### src/hw/rtl/dcem_ram.sv
// dcem_ram: single-port-write, single-port-read synchronous RAM, registered read.
// No dependencies.
module dcem_ram #(
  parameter int DW = 8,
  parameter int AW = 4
) (
  input  logic          clk_i,
  input  logic          we_i,
  input  logic [AW-1:0] waddr_i,
  input  logic [DW-1:0] wdata_i,
  input  logic          re_i,
  input  logic [AW-1:0] raddr_i,
  output logic [DW-1:0] rdata_o
);

  logic [DW-1:0] mem [2**AW];
  logic [DW-1:0] rdata_q;

  always_ff @(posedge clk_i) begin
    if (we_i) begin
      mem[waddr_i] <= wdata_i;
    end
  end

  always_ff @(posedge clk_i) begin
    if (re_i) begin
      rdata_q <= mem[raddr_i];
    end
  end

  assign rdata_o = rdata_q;

endmodule

### config.mk
export PLATFORM = sky130hd
export DESIGN_NAME = dcem_ram
export DESIGN_NICKNAME = d
export VERILOG_FILES = /design/src/hw/rtl/dcem_ram.sv
export SDC_FILE = /design/constraint.sdc
export NUM_CORES = 1
export LEC_CHECK = 0
export BUFFER_PORTS_ARGS = -buffer_cell sky130_fd_sc_hd__buf_2
export CAP_MARGIN = 40
export CORE_MARGIN = 2
export CORE_UTILIZATION = 55
export DETAILED_ROUTE_END_ITERATION = 8
export GPL_TIMING_DRIVEN = 0
export HOLD_SLACK_MARGIN = 0.03
export MAX_ROUTING_LAYER = met4
export PLACE_DENSITY = 0.82
export SYNTH_ARGS = -nofsm -noshare
export SYNTH_HDL_FRONTEND = slang
export SYNTH_SLANG_ARGS = --single-unit
### constraint.sdc
create_clock -name clk_i -period 3.1 [get_ports clk_i]
set_input_delay 0 -clock clk_i [delete_from_list [all_inputs] [get_ports clk_i]]
set_output_delay 0 -clock clk_i [all_outputs]
set_load 0.02 [all_outputs]
==> flow_metrics.py, run 1 <==
metrics = {
    "final_layout": {
        "finalInstanceArea_sq_um": 6210,
        "layout.cells.non_filler": 431,
        "layout_commonest_cell": "sky130_fd_sc_hd__edfxtp_1",
        "antenna-diode-count": 0,
        "postLayoutCoreUtil_pct": 67.2,
        "finalNetCount": 308,
        "share_of_final_layout_standard_cells_stronger_than_drive_strength_1_pct": 27.8,
        "layout.cells.most_common_list": "sky130_fd_sc_hd__edfxtp_1, sky130_fd_sc_hd__buf_2, sky130_fd_sc_hd__mux4_2",
        "syn2layout_area_growth_pct": 18.9,
    },
    "sta": {
        "max_slew_margin_pct": 45.4,
        "max_freq_mhz": 638,
        "period_share_pct": 50.6,
        "clock_tree_skew_after_final_layout_ns": 0.00848,
        "finalSetupTns_ns": 0,
        "tightestPinTransition_ns": 0.816,
        "rsz0062_at_grt": "false",
        "postLayoutSetupSlackWorst_ns": 1.53,
        "setup_violations": 0,
        "hold_viol": 0,
        "final.min_clock_period_ns": 1.57,
        "timing.final.max_slew_violations": 0,
    },
    "clocking": {
        "clock_pin_slew_reported_for_the_worst_setup_and_hold_paths_after_clock_tree_synthesis_ns": 0.06,
        "cts_bufs_inserted": 17,
        "clock-root-buffer": "sky130_fd_sc_hd__clkbuf_8",
        "clock_tree.htree_level_count": 4,
        "post_cts_setup_repair_buffer_count": 0,
        "worstSkewPairLatency_ns": 0.51,
        "cts_tree": "built",
        "clock_path_buffers": 2,
        "tritoncts_num_sinks": 136,
    },
    "critical_path": {
        "cp-end-kind": "register",
        "timing.critical_path.cells": "mux4_2, a22oi_1, nand2_1",
        "timing.setup.critical_path_class": "reg2reg",
        "r2r_cells": 3,
        "cp-start-kind": "register",
        "ff2ff_setup_slack_ns": 1.53,
        "launch_instance_of_the_worst_register_to_register_path": "mem[2][7]",
        "worst_r2r_endpoint": "rdata_o[7]",
        "critical-path-max-stage-delay_ns": 0.48,
        "kind_of_cell_adding_the_most_delay_to_the_critical_path": "multiplexers",
        "worstPathBufferInverterCount": 0,
        "cp_num_cells": 3,
        "required_worst_endpoint_ns": 3.35,
        "worst_path_maximum_fanout": 1,
        "critical-path-slowest-cell": "sky130_fd_sc_hd__mux4_2",
        "critical_path_arrival_ns": 1.82,
    },
    "synthesis": {
        "ys_types": 18,
        "synthesis.area_sq_um": 5230,
        "yosys_warnings": 0,
        "cell_count_after_synthesis": 229,
        "synth_seq_area_share_pct": 78.1,
        "synth_fp_nets": 248,
        "synthesis.area_per_instance_sq_um": 22.8,
        "synth.ff_latch_count": 136,
    },
    "die": {
        "design.die.area_sq_um": 10300,
        "row_count": 35,
        "die_height_microns": 101,
        "die_width_microns": 101,
        "core_area_sq_um": 9240,
        "starting_density_of_the_core_pct": 56.6,
        "io-pin-count": 27,
    },
    "route": {
        "routed-via-count": 2482,
        "routed_via_density": 5.76,
        "drc_errors": 0,
        "drt_iter0_drc": 259,
        "detail-route-antenna-nets": 0,
        "wire_per_inst_microns": 22.0,
        "final_routed_wirelength_mm": 9.48,
        "drt_first_pass_iters": 5,
    },
    "place": {
        "place_area_sq_um": 5530,
        "placed_cells": 387,
        "preCtsSetupSlack_ns": 1.34,
        "dp.final_hpwl_mm": 5.88,
        "io_buffers": 25,
        "place.gp.congestion": 0.720,
    },
    "global_routing": {
        "grt_pass1_vias": 2480,
        "global_route_wire_length_before_repair_mm": 14.4,
        "grt.overflow.total": 0,
        "grt_max_degree": 17,
        "globalRouteTotalUtil_pct": 21.4,
        "antenna_found_initial": 0,
    },
    "outcome": {
        "status": "completed",
    },
    "power_and_ir_drop": {
        "power_per_cell_area_nw_per_um2": 674,
        "vdd.ir_drop.worst_mv": 0.379,
        "leakage_nw": 2.10,
    },
    "hold_path": {
        "hold_path.startpoint": "waddr_i[2]",
        "min_path_cells": 3,
        "hold_path.class": "in2reg",
        "whs_endpoint": "mem[12][6]",
    },
    "job": {
        "drv_cap": 0,
    },
}
## flip-flops by register name (all words and copies together) (netlist names)
signal,count
mem,128
rdata_o,8
## cell usage after synthesis
cell,count,area (sq um)
sky130_fd_sc_hd__mux4_1,14,368
sky130_fd_sc_hd__a22oi_1,16,120
sky130_fd_sc_hd__nand3b_1,2,15.0
sky130_fd_sc_hd__nand2b_1,2,12.5
sky130_fd_sc_hd__buf_6,3,33.8
sky130_fd_sc_hd__nand3_1,1,5.00
sky130_fd_sc_hd__nand2_1,9,33.8
sky130_fd_sc_hd__clkdlybuf4s25_2,3,30.0
sky130_fd_sc_hd__or3b_2,1,8.76
sky130_fd_sc_hd__nor3_1,4,20.0
sky130_fd_sc_hd__nor2_1,13,48.8
sky130_fd_sc_hd__edfxtp_1,136,4080
sky130_fd_sc_hd__nor2b_1,1,6.26
sky130_fd_sc_hd__and2_1,1,6.26
sky130_fd_sc_hd__buf_4,1,7.51
sky130_fd_sc_hd__and2b_1,1,7.51
sky130_fd_sc_hd__buf_2,3,15.0
sky130_fd_sc_hd__mux4_2,18,405
## worst max-delay path by stage
stage | end | from | slack (ns)
after floorplan | mem[0][0] | waddr_i[2] | 1.61
after CTS | rdata_o[0] | mem[1][0] | 1.53
after global placement | mem[0][3] | waddr_i[2] | 1.10
after global routing | mem[0][5] | waddr_i[1] | 1.49
after detailed placement | mem[0][3] | waddr_i[2] | 1.34
final | rdata_o[7] | mem[2][7] | 1.53
## per-layer routing
metal	up-vias	part of all wire (%)	track usage, %	routed length (microns)
met5	-	0	-	0
met1	1249	42	28.1	4020
met2	111	49	31.5	4600
met4	0	2.4	9.88	232
met3	14	6.7	6.21	633
li1	1108	-	-	-
## area by class of cell
| type | count | area, sq um |
|---|---|---|
| multi-input combinational | 83 | 1060 |
| timing repair buffer | 41 | 265 |
| fill | 553 | 3030 |
| clock buffer | 21 | 429 |
| clock inverter | 11 | 130 |
| tap | 129 | 161 |
| buffer | 10 | 86.3 |
| sequential | 136 | 4080 |
## tightest hold or removal path: stages
cell and delay, ns:
sky130_fd_sc_hd__buf_2 0.11, sky130_fd_sc_hd__nand3_1 0.13, sky130_fd_sc_hd__nor3_1 0.14
## cell families (layout without fill, tap and decap cells)
| family | Yosys count | after routing | synth area share, % |
|---|---|---|---|
| AO/OA/AOI/OAI | 16 | 16 | 2.30 |
| buffers and inverters | 10 | 83 | 1.65 |
| flip-flops | 136 | 136 | 78.1 |
| multiplexers | 32 | 32 | 14.8 |
| AND/OR/NAND/NOR | 35 | 35 | 3.14 |
## where the power goes
group	internal (mW)	switching (mW)	leakage (nW)
clock network	1.21	0.681	0.274
logic	0.0897	0.122	0.592
registers	2.07	0.00891	1.24
total	3.37	0.812	2.10
## stage by stage
stage,hold WS (ns),power [mW]
floorplan,0.0989,2.23
global placement,0.335,2.31
finish,0.0684,4.19
global route,0.0992,4.30
detailed placement,0.349,2.32
CTS,0.0564,4.20
## what timing repair did
item / CTS / global route
hold buffers: 12 / 0
hold endpoints to repair: 151 / 0
resized for setup: 0 / 0
endpoints found under the setup margin: 0 / 0
Power figures use the tool's default switching activity.
==> inputs of run 2 (changes only) <==
--- a/config.mk
+++ b/config.mk
@@ -5,6 +5,7 @@
 export SDC_FILE = /design/constraint.sdc
 export NUM_CORES = 1
 export LEC_CHECK = 0
+export ABC_AREA = 1
 export BUFFER_PORTS_ARGS = -buffer_cell sky130_fd_sc_hd__buf_2
 export CAP_MARGIN = 40
 export CORE_MARGIN = 2
==> constraint.sdc (replaced) <==
create_clock -name clk_i -period 1.5 [get_ports clk_i]
set_input_delay 0 -clock clk_i [delete_from_list [all_inputs] [get_ports clk_i]]
set_output_delay 0 -clock clk_i [all_outputs]
set_load 0.02 [all_outputs]
==> run 2 against run 1 <==
  * Via count is 67% higher
  * Non-clock buffer count increased by 7
  * Critical path depth increased by 4
  * Combinational power grew to 2.8 times the previous value
  * Final cell count up 75%
  * Setup slack worse by 1.3 ns
  * First-iteration DRC count rose to 2.7 times the previous value
  * Critical endpoint is now rdata_o[1]
  * Cell area increased by 9.1%
==> flow_metrics.py, run 2 <==
metrics = {
    "synthesis": {
        "ys_top_cells_by_count": "sky130_fd_sc_hd__nand2_1, sky130_fd_sc_hd__edfxtp_1, sky130_fd_sc_hd__inv_1",
        "synthesis.area_per_instance_sq_um": 10.6,
        "ys_async_sr_fraction_pct": 0,
        "yosys_warnings": 0,
        "synth_seq_area_share_pct": 69.8,
        "cell_count_after_synthesis": 551,
        "synth_edf_count": 136,
        "yosys.area.top_type": "sky130_fd_sc_hd__edfxtp_1",
        "ys_types": 11,
        "netlist.area_leader.share_pct": 69.8,
        "netlist_top_cells_area": "sky130_fd_sc_hd__edfxtp_1, sky130_fd_sc_hd__nand2_1, sky130_fd_sc_hd__nand3_1",
        "synth_fp_nets": 570,
        "ys_dominant_reg_cell": "sky130_fd_sc_hd__edfxtp_1",
        "synth.ff_latch_count": 136,
        "synthesis.area_sq_um": 5850,
        "synth.most_common_cell": "sky130_fd_sc_hd__nand2_1",
    },
    "die": {
        "die_width_microns": 107,
        "starting_density_of_the_core_pct": 56.6,
        "row_count": 37,
        "design.die.area_sq_um": 11500,
        "die_height_microns": 107,
        "io-pin-count": 27,
        "core_area_sq_um": 10300,
    },
    "clocking": {
        "tritoncts_num_sinks": 136,
        "cts-resized-gates": 0,
        "clock-root-buffer": "sky130_fd_sc_hd__clkbuf_8",
        "cts_tree": "built",
        "clock_tree.htree_level_count": 4,
        "clock_path_buffers": 2,
        "clock_pin_slew_reported_for_the_worst_setup_and_hold_paths_after_clock_tree_synthesis_ns": 0.06,
        "worstSkewPairLatency_ns": 0.54,
        "cts_bufs_inserted": 17,
    },
    "place": {
        "dp.final_hpwl_mm": 8.81,
        "place.gp.congestion": 0.935,
        "io_buffers": 23,
    },
    "power_and_ir_drop": {
        "vdd.ir_drop.worst_mv": 0.732,
        "power_per_cell_area_nw_per_um2": 1280,
        "p_total_mw": 8.68,
        "leakage_nw": 2.93,
    },
    "critical_path": {
        "critical_path_arrival_ns": 1.53,
        "worst_r2r_endpoint": "rdata_o[2]",
        "critical-path-slowest-cell": "sky130_fd_sc_hd__dlygate4sd3_1",
        "path_common_cell": "sky130_fd_sc_hd__nand3_1",
        "r2r_cells": 6,
        "cp_num_cells": 7,
        "worstPathBufferInverterCount": 4,
        "critical-path-max-stage-delay_ns": 0.53,
        "launch_instance_of_the_worst_register_to_register_path": "mem[14][2]",
        "required_worst_endpoint_ns": 1.79,
        "timing.setup.critical_path_class": "in2reg",
        "cp-start-kind": "input pin",
        "worst_path_maximum_fanout": 10,
        "cp-end-kind": "register",
        "critPathLaunch": "raddr_i[2]",
        "kind_of_cell_adding_the_most_delay_to_the_critical_path": "buffers and inverters",
        "worst_setup_path_endpoint": "rdata_o[1]",
        "timing.critical_path.cells": "dlygate4sd3_1, buf_2, inv_1, buf_4, nand3_1, nand3_1, nand2_1",
        "ff2ff_setup_slack_ns": 0.34,
    },
    "route": {
        "routed_via_density": 5.50,
        "final_routed_wirelength_mm": 13.5,
        "drt_iter0_drc": 696,
        "wire_per_inst_microns": 17.9,
        "routed-via-count": 4140,
        "drc_errors": 0,
        "detail-route-antenna-nets": 0,
        "drt_first_pass_iters": 6,
    },
    "final_layout": {
        "antenna-diode-count": 0,
        "postLayoutCoreUtil_pct": 65.7,
        "finalNetCount": 623,
        "filler_cell_count": 747,
        "share_of_final_layout_standard_cells_stronger_than_drive_strength_1_pct": 11.8,
        "largest_register_ffs": 128,
        "layout.cells.most_common_list": "sky130_fd_sc_hd__nand2_1, sky130_fd_sc_hd__edfxtp_1, sky130_fd_sc_hd__inv_1",
        "syn2layout_area_growth_pct": 15.9,
        "registers.top_by_ff_count": "mem",
        "layout_commonest_cell": "sky130_fd_sc_hd__nand2_1",
    },
    "job": {
        "drv_cap": 0,
    },
    "sta": {
        "finalSetupTns_ns": 0,
        "whs_ns": 0.0768,
        "rsz0062_at_grt": "false",
        "setup_violations": 0,
        "max_slew_margin_pct": 42.7,
        "clock_tree_skew_after_final_layout_ns": 0.00542,
        "final.min_clock_period_ns": 1.24,
        "timing.final.max_slew_violations": 0,
        "hold_viol": 0,
        "period_share_pct": 82.5,
        "tightestPinTransition_ns": 0.857,
        "max_freq_mhz": 808,
    },
    "global_routing": {
        "grt.overflow.total": 0,
        "global_route_wire_length_before_repair_mm": 20.7,
        "globalRouteTotalUtil_pct": 26.0,
        "grt_max_degree": 17,
        "antenna_found_initial": 0,
        "grt_pass1_vias": 3830,
    },
    "outcome": {
        "status": "completed",
    },
    "hold_path": {
        "hold_path.class": "in2reg",
    },
}
## run 2: cell count changes in the layout (fill, tap and decap cells not counted), sizes merged, moves of 2 or more
cell           before  now
mux4               32    0
inv                 0  102
nand3               1   97
nand2b              2    0
nor2               13   17
clkdlybuf4s25       3    0
nand2               9  173
buf                36   47
a22oi              16    0
nor3                4    0
## run 2: worst min-delay path by stage
stage / cells after the start / from / to / slack [ns]
2_1_floorplan: 0 / wdata_i[0] / mem[0][0] / 0.1
3_3_place_gp: 1 / re_i / rdata_o[2] / 0.33
4_1_cts: 3 / waddr_i[1] / mem[3][4] / 0.06
3_5_place_dp: 1 / re_i / rdata_o[7] / 0.34
6_report: 3 / waddr_i[1] / mem[3][4] / 0.08
5_1_grt: 3 / waddr_i[0] / mem[3][4] / 0.12
## run 2: timing repair
action	CTS	global route
setup buffers	0	0
endpoints found under the hold margin	141	0
hold buffers	11	0
setup endpoints to repair	0	0
## run 2: metal layers
metal	up-vias	wire, microns	global-route usage [%]	share of wire (%)
met1	1892	5280	34.5	39
met4	0	429	12.7	3.2
met3	44	1610	6.93	12
met2	313	6150	37.6	46
li1	1891	-	-	-
met5	-	0	-	0
## run 2: kinds of logic (layout without fill, tap and decap cells)
| logic type | Yosys count | in the layout | share of synthesized area (%) |
|---|---|---|---|
| DFF | 136 | 136 | 69.8 |
| and+or+nand+nor | 289 | 289 | 20.8 |
| buffers and inverters | 126 | 192 | 9.39 |
## run 2: layout make-up
type                            instances  area, sq um  share of cell area [%]
Clock buffer                           21          429                    6.33
Sequential cell                       136         4080                    60.3
Buffer                                 24          166                    2.46
Timing Repair Buffer                   34          225                    3.32
Inverter                              102          383                    5.65
Multi-Input combinational cell        289         1210                    17.9
Clock inverter                         11          106                    1.57
Tap cell                              136          170                    2.51
## run 2: metrics by stage
step,std cells,setup slack [ns],area [sq um]
global route,753,0.217,6780
floorplan,551,0.549,5850
global placement,710,0.0543,6130
CTS,753,0.313,6780
finish,753,0.263,6780
detailed placement,710,0.0504,6130
## run 2: report_power, final
part,switching [mW],internal (mW)
registers,0.0200,4.28
clock network,1.46,2.33
logic,0.413,0.179
total,1.89,6.79
## run 2: worst reg2reg max path, stage by stage, from the launching register on
cell and delay (ns):
sky130_fd_sc_hd__edfxtp_1 0.35, sky130_fd_sc_hd__inv_1 0.07, sky130_fd_sc_hd__nand2_1 0.07, sky130_fd_sc_hd__nand3_1 0.09, sky130_fd_sc_hd__nand3_1 0.11, sky130_fd_sc_hd__nand3_1 0.11
sky130_fd_sc_hd__nand2_1 0.10
==> inputs of run 3 (changes only) <==
--- a/config.mk
+++ b/config.mk
@@ -14,7 +14,7 @@
 export GPL_TIMING_DRIVEN = 0
 export HOLD_SLACK_MARGIN = 0.03
 export MAX_ROUTING_LAYER = met4
-export PLACE_DENSITY = 0.82
+export PLACE_DENSITY = 0.84
 export SYNTH_ARGS = -nofsm -noshare
 export SYNTH_HDL_FRONTEND = slang
 export SYNTH_SLANG_ARGS = --single-unit
==> constraint.sdc (replaced) <==
create_clock -name clk_i -period 1.1 [get_ports clk_i]
set_input_delay 0 -clock clk_i [delete_from_list [all_inputs] [get_ports clk_i]]
set_output_delay 0 -clock clk_i [all_outputs]
set_load 0.02 [all_outputs]
==> run 3 against run 2 <==
  * The run now ends with setup timing left
  * Via count decreased by 2.4%
  * Setup slack got worse by 0.29 ns
  * Count of clock-buffer cells in the layout shrank 4
  * Sequential power is 37% higher
  * Final cell count shrank 0.13%
  * Routed wire length increased by 4.4%
  * Critical path type is now reg2reg
  * Clock power up 51%
  * Die area stayed put
  * Utilization rose by 2.8 points
==> flow_metrics.py, run 3 (synthesis results as in run 2) <==
metrics = {
    "critical_path": {
        "worstPathBufferInverterCount": 1,
        "kind_of_cell_adding_the_most_delay_to_the_critical_path": "simple AND/OR/NAND/NOR gates",
        "critical-path-slowest-cell": "sky130_fd_sc_hd__edfxtp_1",
        "cp-start-kind": "register",
        "critical-path-max-stage-delay_ns": 0.37,
        "ff2ff_setup_slack_ns": -0.03,
        "path_common_cell": "sky130_fd_sc_hd__nand3_2",
        "critical_path_arrival_ns": 1.40,
        "cp-end-kind": "register",
        "worst_r2r_endpoint": "rdata_o[0]",
        "timing.critical_path.cells": "inv_1, nand2_1, nand3_2, nand3_2, nand3_2, nand2_1",
        "timing.setup.critical_path_class": "reg2reg",
        "worst_path_maximum_fanout": 1,
        "required_worst_endpoint_ns": 1.38,
        "r2r_cells": 6,
        "launch_instance_of_the_worst_register_to_register_path": "mem[1][0]",
    },
    "sta": {
        "max_slew_margin_pct": 40.2,
        "setup_violations": 4,
        "hold_viol": 0,
        "timing.final.max_slew_violations": 0,
        "max_freq_mhz": 888,
        "clock_tree_skew_after_final_layout_ns": 0.00620,
        "tightestPinTransition_ns": 0.893,
        "period_share_pct": 102,
        "final.min_clock_period_ns": 1.13,
        "postLayoutSetupSlackWorst_ns": -0.0265,
        "rsz0062_at_grt": "true",
    },
    "route": {
        "wl_met1_mm": 5.35,
        "drt_first_pass_iters": 5,
        "final_routed_wirelength_mm": 14.1,
        "wire_per_inst_microns": 18.7,
        "routed-via-count": 4042,
        "drc_errors": 0,
        "detail-route-antenna-nets": 0,
        "highest-signal-layer": "met4",
        "routed-wl-met3_mm": 1.68,
        "drt_iter0_drc": 559,
        "routed_via_density": 5.38,
        "met2_length_mm": 6.65,
    },
    "clocking": {
        "cts_bufs_inserted": 17,
        "clock_path_buffers": 2,
        "tritoncts_num_sinks": 136,
        "clock_pin_slew_reported_for_the_worst_setup_and_hold_paths_after_clock_tree_synthesis_ns": 0.06,
        "cts_tree": "built",
        "clock_tree.htree_level_count": 4,
        "clock-root-buffer": "sky130_fd_sc_hd__clkbuf_8",
        "worstSkewPairLatency_ns": 0.53,
    },
    "power_and_ir_drop": {
        "power_per_cell_area_nw_per_um2": 1760,
        "leakage_nw": 3.04,
        "vdd.ir_drop.worst_mv": 1.32,
    },
    "die": {
        "starting_density_of_the_core_pct": 56.6,
        "die_height_microns": 107,
        "die_width_microns": 107,
        "row_count": 37,
        "design.die.area_sq_um": 11500,
        "core_area_sq_um": 10300,
        "io-pin-count": 27,
    },
    "global_routing": {
        "antenna_found_initial": 0,
        "grt_max_degree": 17,
        "grt_pass1_vias": 3852,
        "grt.overflow.total": 0,
        "global_route_wire_length_before_repair_mm": 21.0,
        "globalRouteTotalUtil_pct": 26.7,
    },
    "final_layout": {
        "antenna-diode-count": 0,
        "syn2layout_area_growth_pct": 21.0,
        "largest_register_ffs": 128,
        "share_of_final_layout_standard_cells_stronger_than_drive_strength_1_pct": 20.1,
        "layout_commonest_cell": "sky130_fd_sc_hd__nand2_1",
        "finalNetCount": 623,
        "postLayoutCoreUtil_pct": 68.5,
        "layout.cells.non_filler": 752,
        "registers.top_by_ff_count": "mem",
        "layout.cells.most_common_list": "sky130_fd_sc_hd__nand2_1, sky130_fd_sc_hd__edfxtp_1, sky130_fd_sc_hd__inv_1",
    },
    "place": {
        "placed_cells": 710,
        "io_buffers": 23,
        "dp.final_hpwl_mm": 8.74,
        "place.gp.congestion": 0.956,
    },
    "hold_path": {
        "min_path_cells": 3,
        "hold_path.class": "in2reg",
        "whs_endpoint": "mem[3][1]",
        "hold_path.startpoint": "we_i",
    },
    "outcome": {
        "violated_checks": "setup timing",
        "status": "complete, but fails checks",
    },
    "job": {
        "drv_cap": 0,
    },
}
run 3: cell types whose count changed in the layout (fill, tap and decap cells not counted), moves of 3 or more:
cell | before | now
sky130_fd_sc_hd__clkinv_4 | 0 | 3
sky130_fd_sc_hd__nand3_2 | 0 | 37
sky130_fd_sc_hd__nand2_2 | 0 | 9
sky130_fd_sc_hd__nand2_1 | 173 | 164
sky130_fd_sc_hd__clkbuf_1 | 4 | 0
sky130_fd_sc_hd__nand3_1 | 97 | 58
run 3: how the worst max path moves through the flow:
stage | slack, ns | cells after the start | startpoint | endpoint
2_1_floorplan | 0.15 | 2 | waddr_i[2] | mem[10][0]
6_report | -0.03 | 6 | mem[1][0] | rdata_o[0]
5_1_grt | -0.08 | 6 | mem[1][0] | rdata_o[0]
4_1_cts | -0.002 | 6 | mem[10][2] | rdata_o[2]
3_3_place_gp | -0.32 | 3 | waddr_i[3] | mem[5][1]
3_5_place_dp | -0.37 | 3 | waddr_i[3] | mem[5][0]
run 3: where the power goes:
group	total, mW	internal, mW	switching, mW
sequential	5.87	5.84	0.0281
combinational	0.893	0.273	0.620
clock	5.72	3.64	2.08
run 3: timing repair:
action / CTS / global route
pin swaps: 2 / 16
setup buffers: 0 / 0
resized for setup: 22 / 28
hold buffers: 9 / 2
endpoints found under the setup margin: 6 / 8
hold endpoints to repair: 142 / 4
run 3: final cells by class:
type,instances,area (sq um)
Inverter,102,383
Clock buffer,17,414
Clock inverter,14,183
Timing Repair Buffer,34,225
Fill cell,706,3250
Buffer,24,166
Sequential cell,136,4080
Multi-Input combinational cell,289,1450
Tap cell,136,170
run 3: tightest hold or removal path: stages:
cell,delay [ns]
sky130_fd_sc_hd__buf_2,0.12
sky130_fd_sc_hd__nand2_1,0.12
sky130_fd_sc_hd__nor2_1,0.16
run 3: through the flow:
stage          area (sq um)  total power, mW  setup slack (ns)  setup TNS, ns  hold slack, ns
6_report               7070             12.5           -0.0265        -0.0819          0.0860
5_1_grt                7070             12.8           -0.0754         -0.430           0.116
4_1_cts                6930             12.4          -0.00197       -0.00197         -0.0205
3_5_place_dp           6130             6.73            -0.368         -33.38           0.336
3_3_place_gp           6130             6.70            -0.320         -27.39           0.326
2_1_floorplan          5850             6.41             0.149              0          0.0989
run 3: layer usage:
metal  vias up  GRT usage, %
li1       1888             -
met1      1856          34.5
met2       261          39.9
met3        37          7.54
met4         0          11.7
met5         -             -
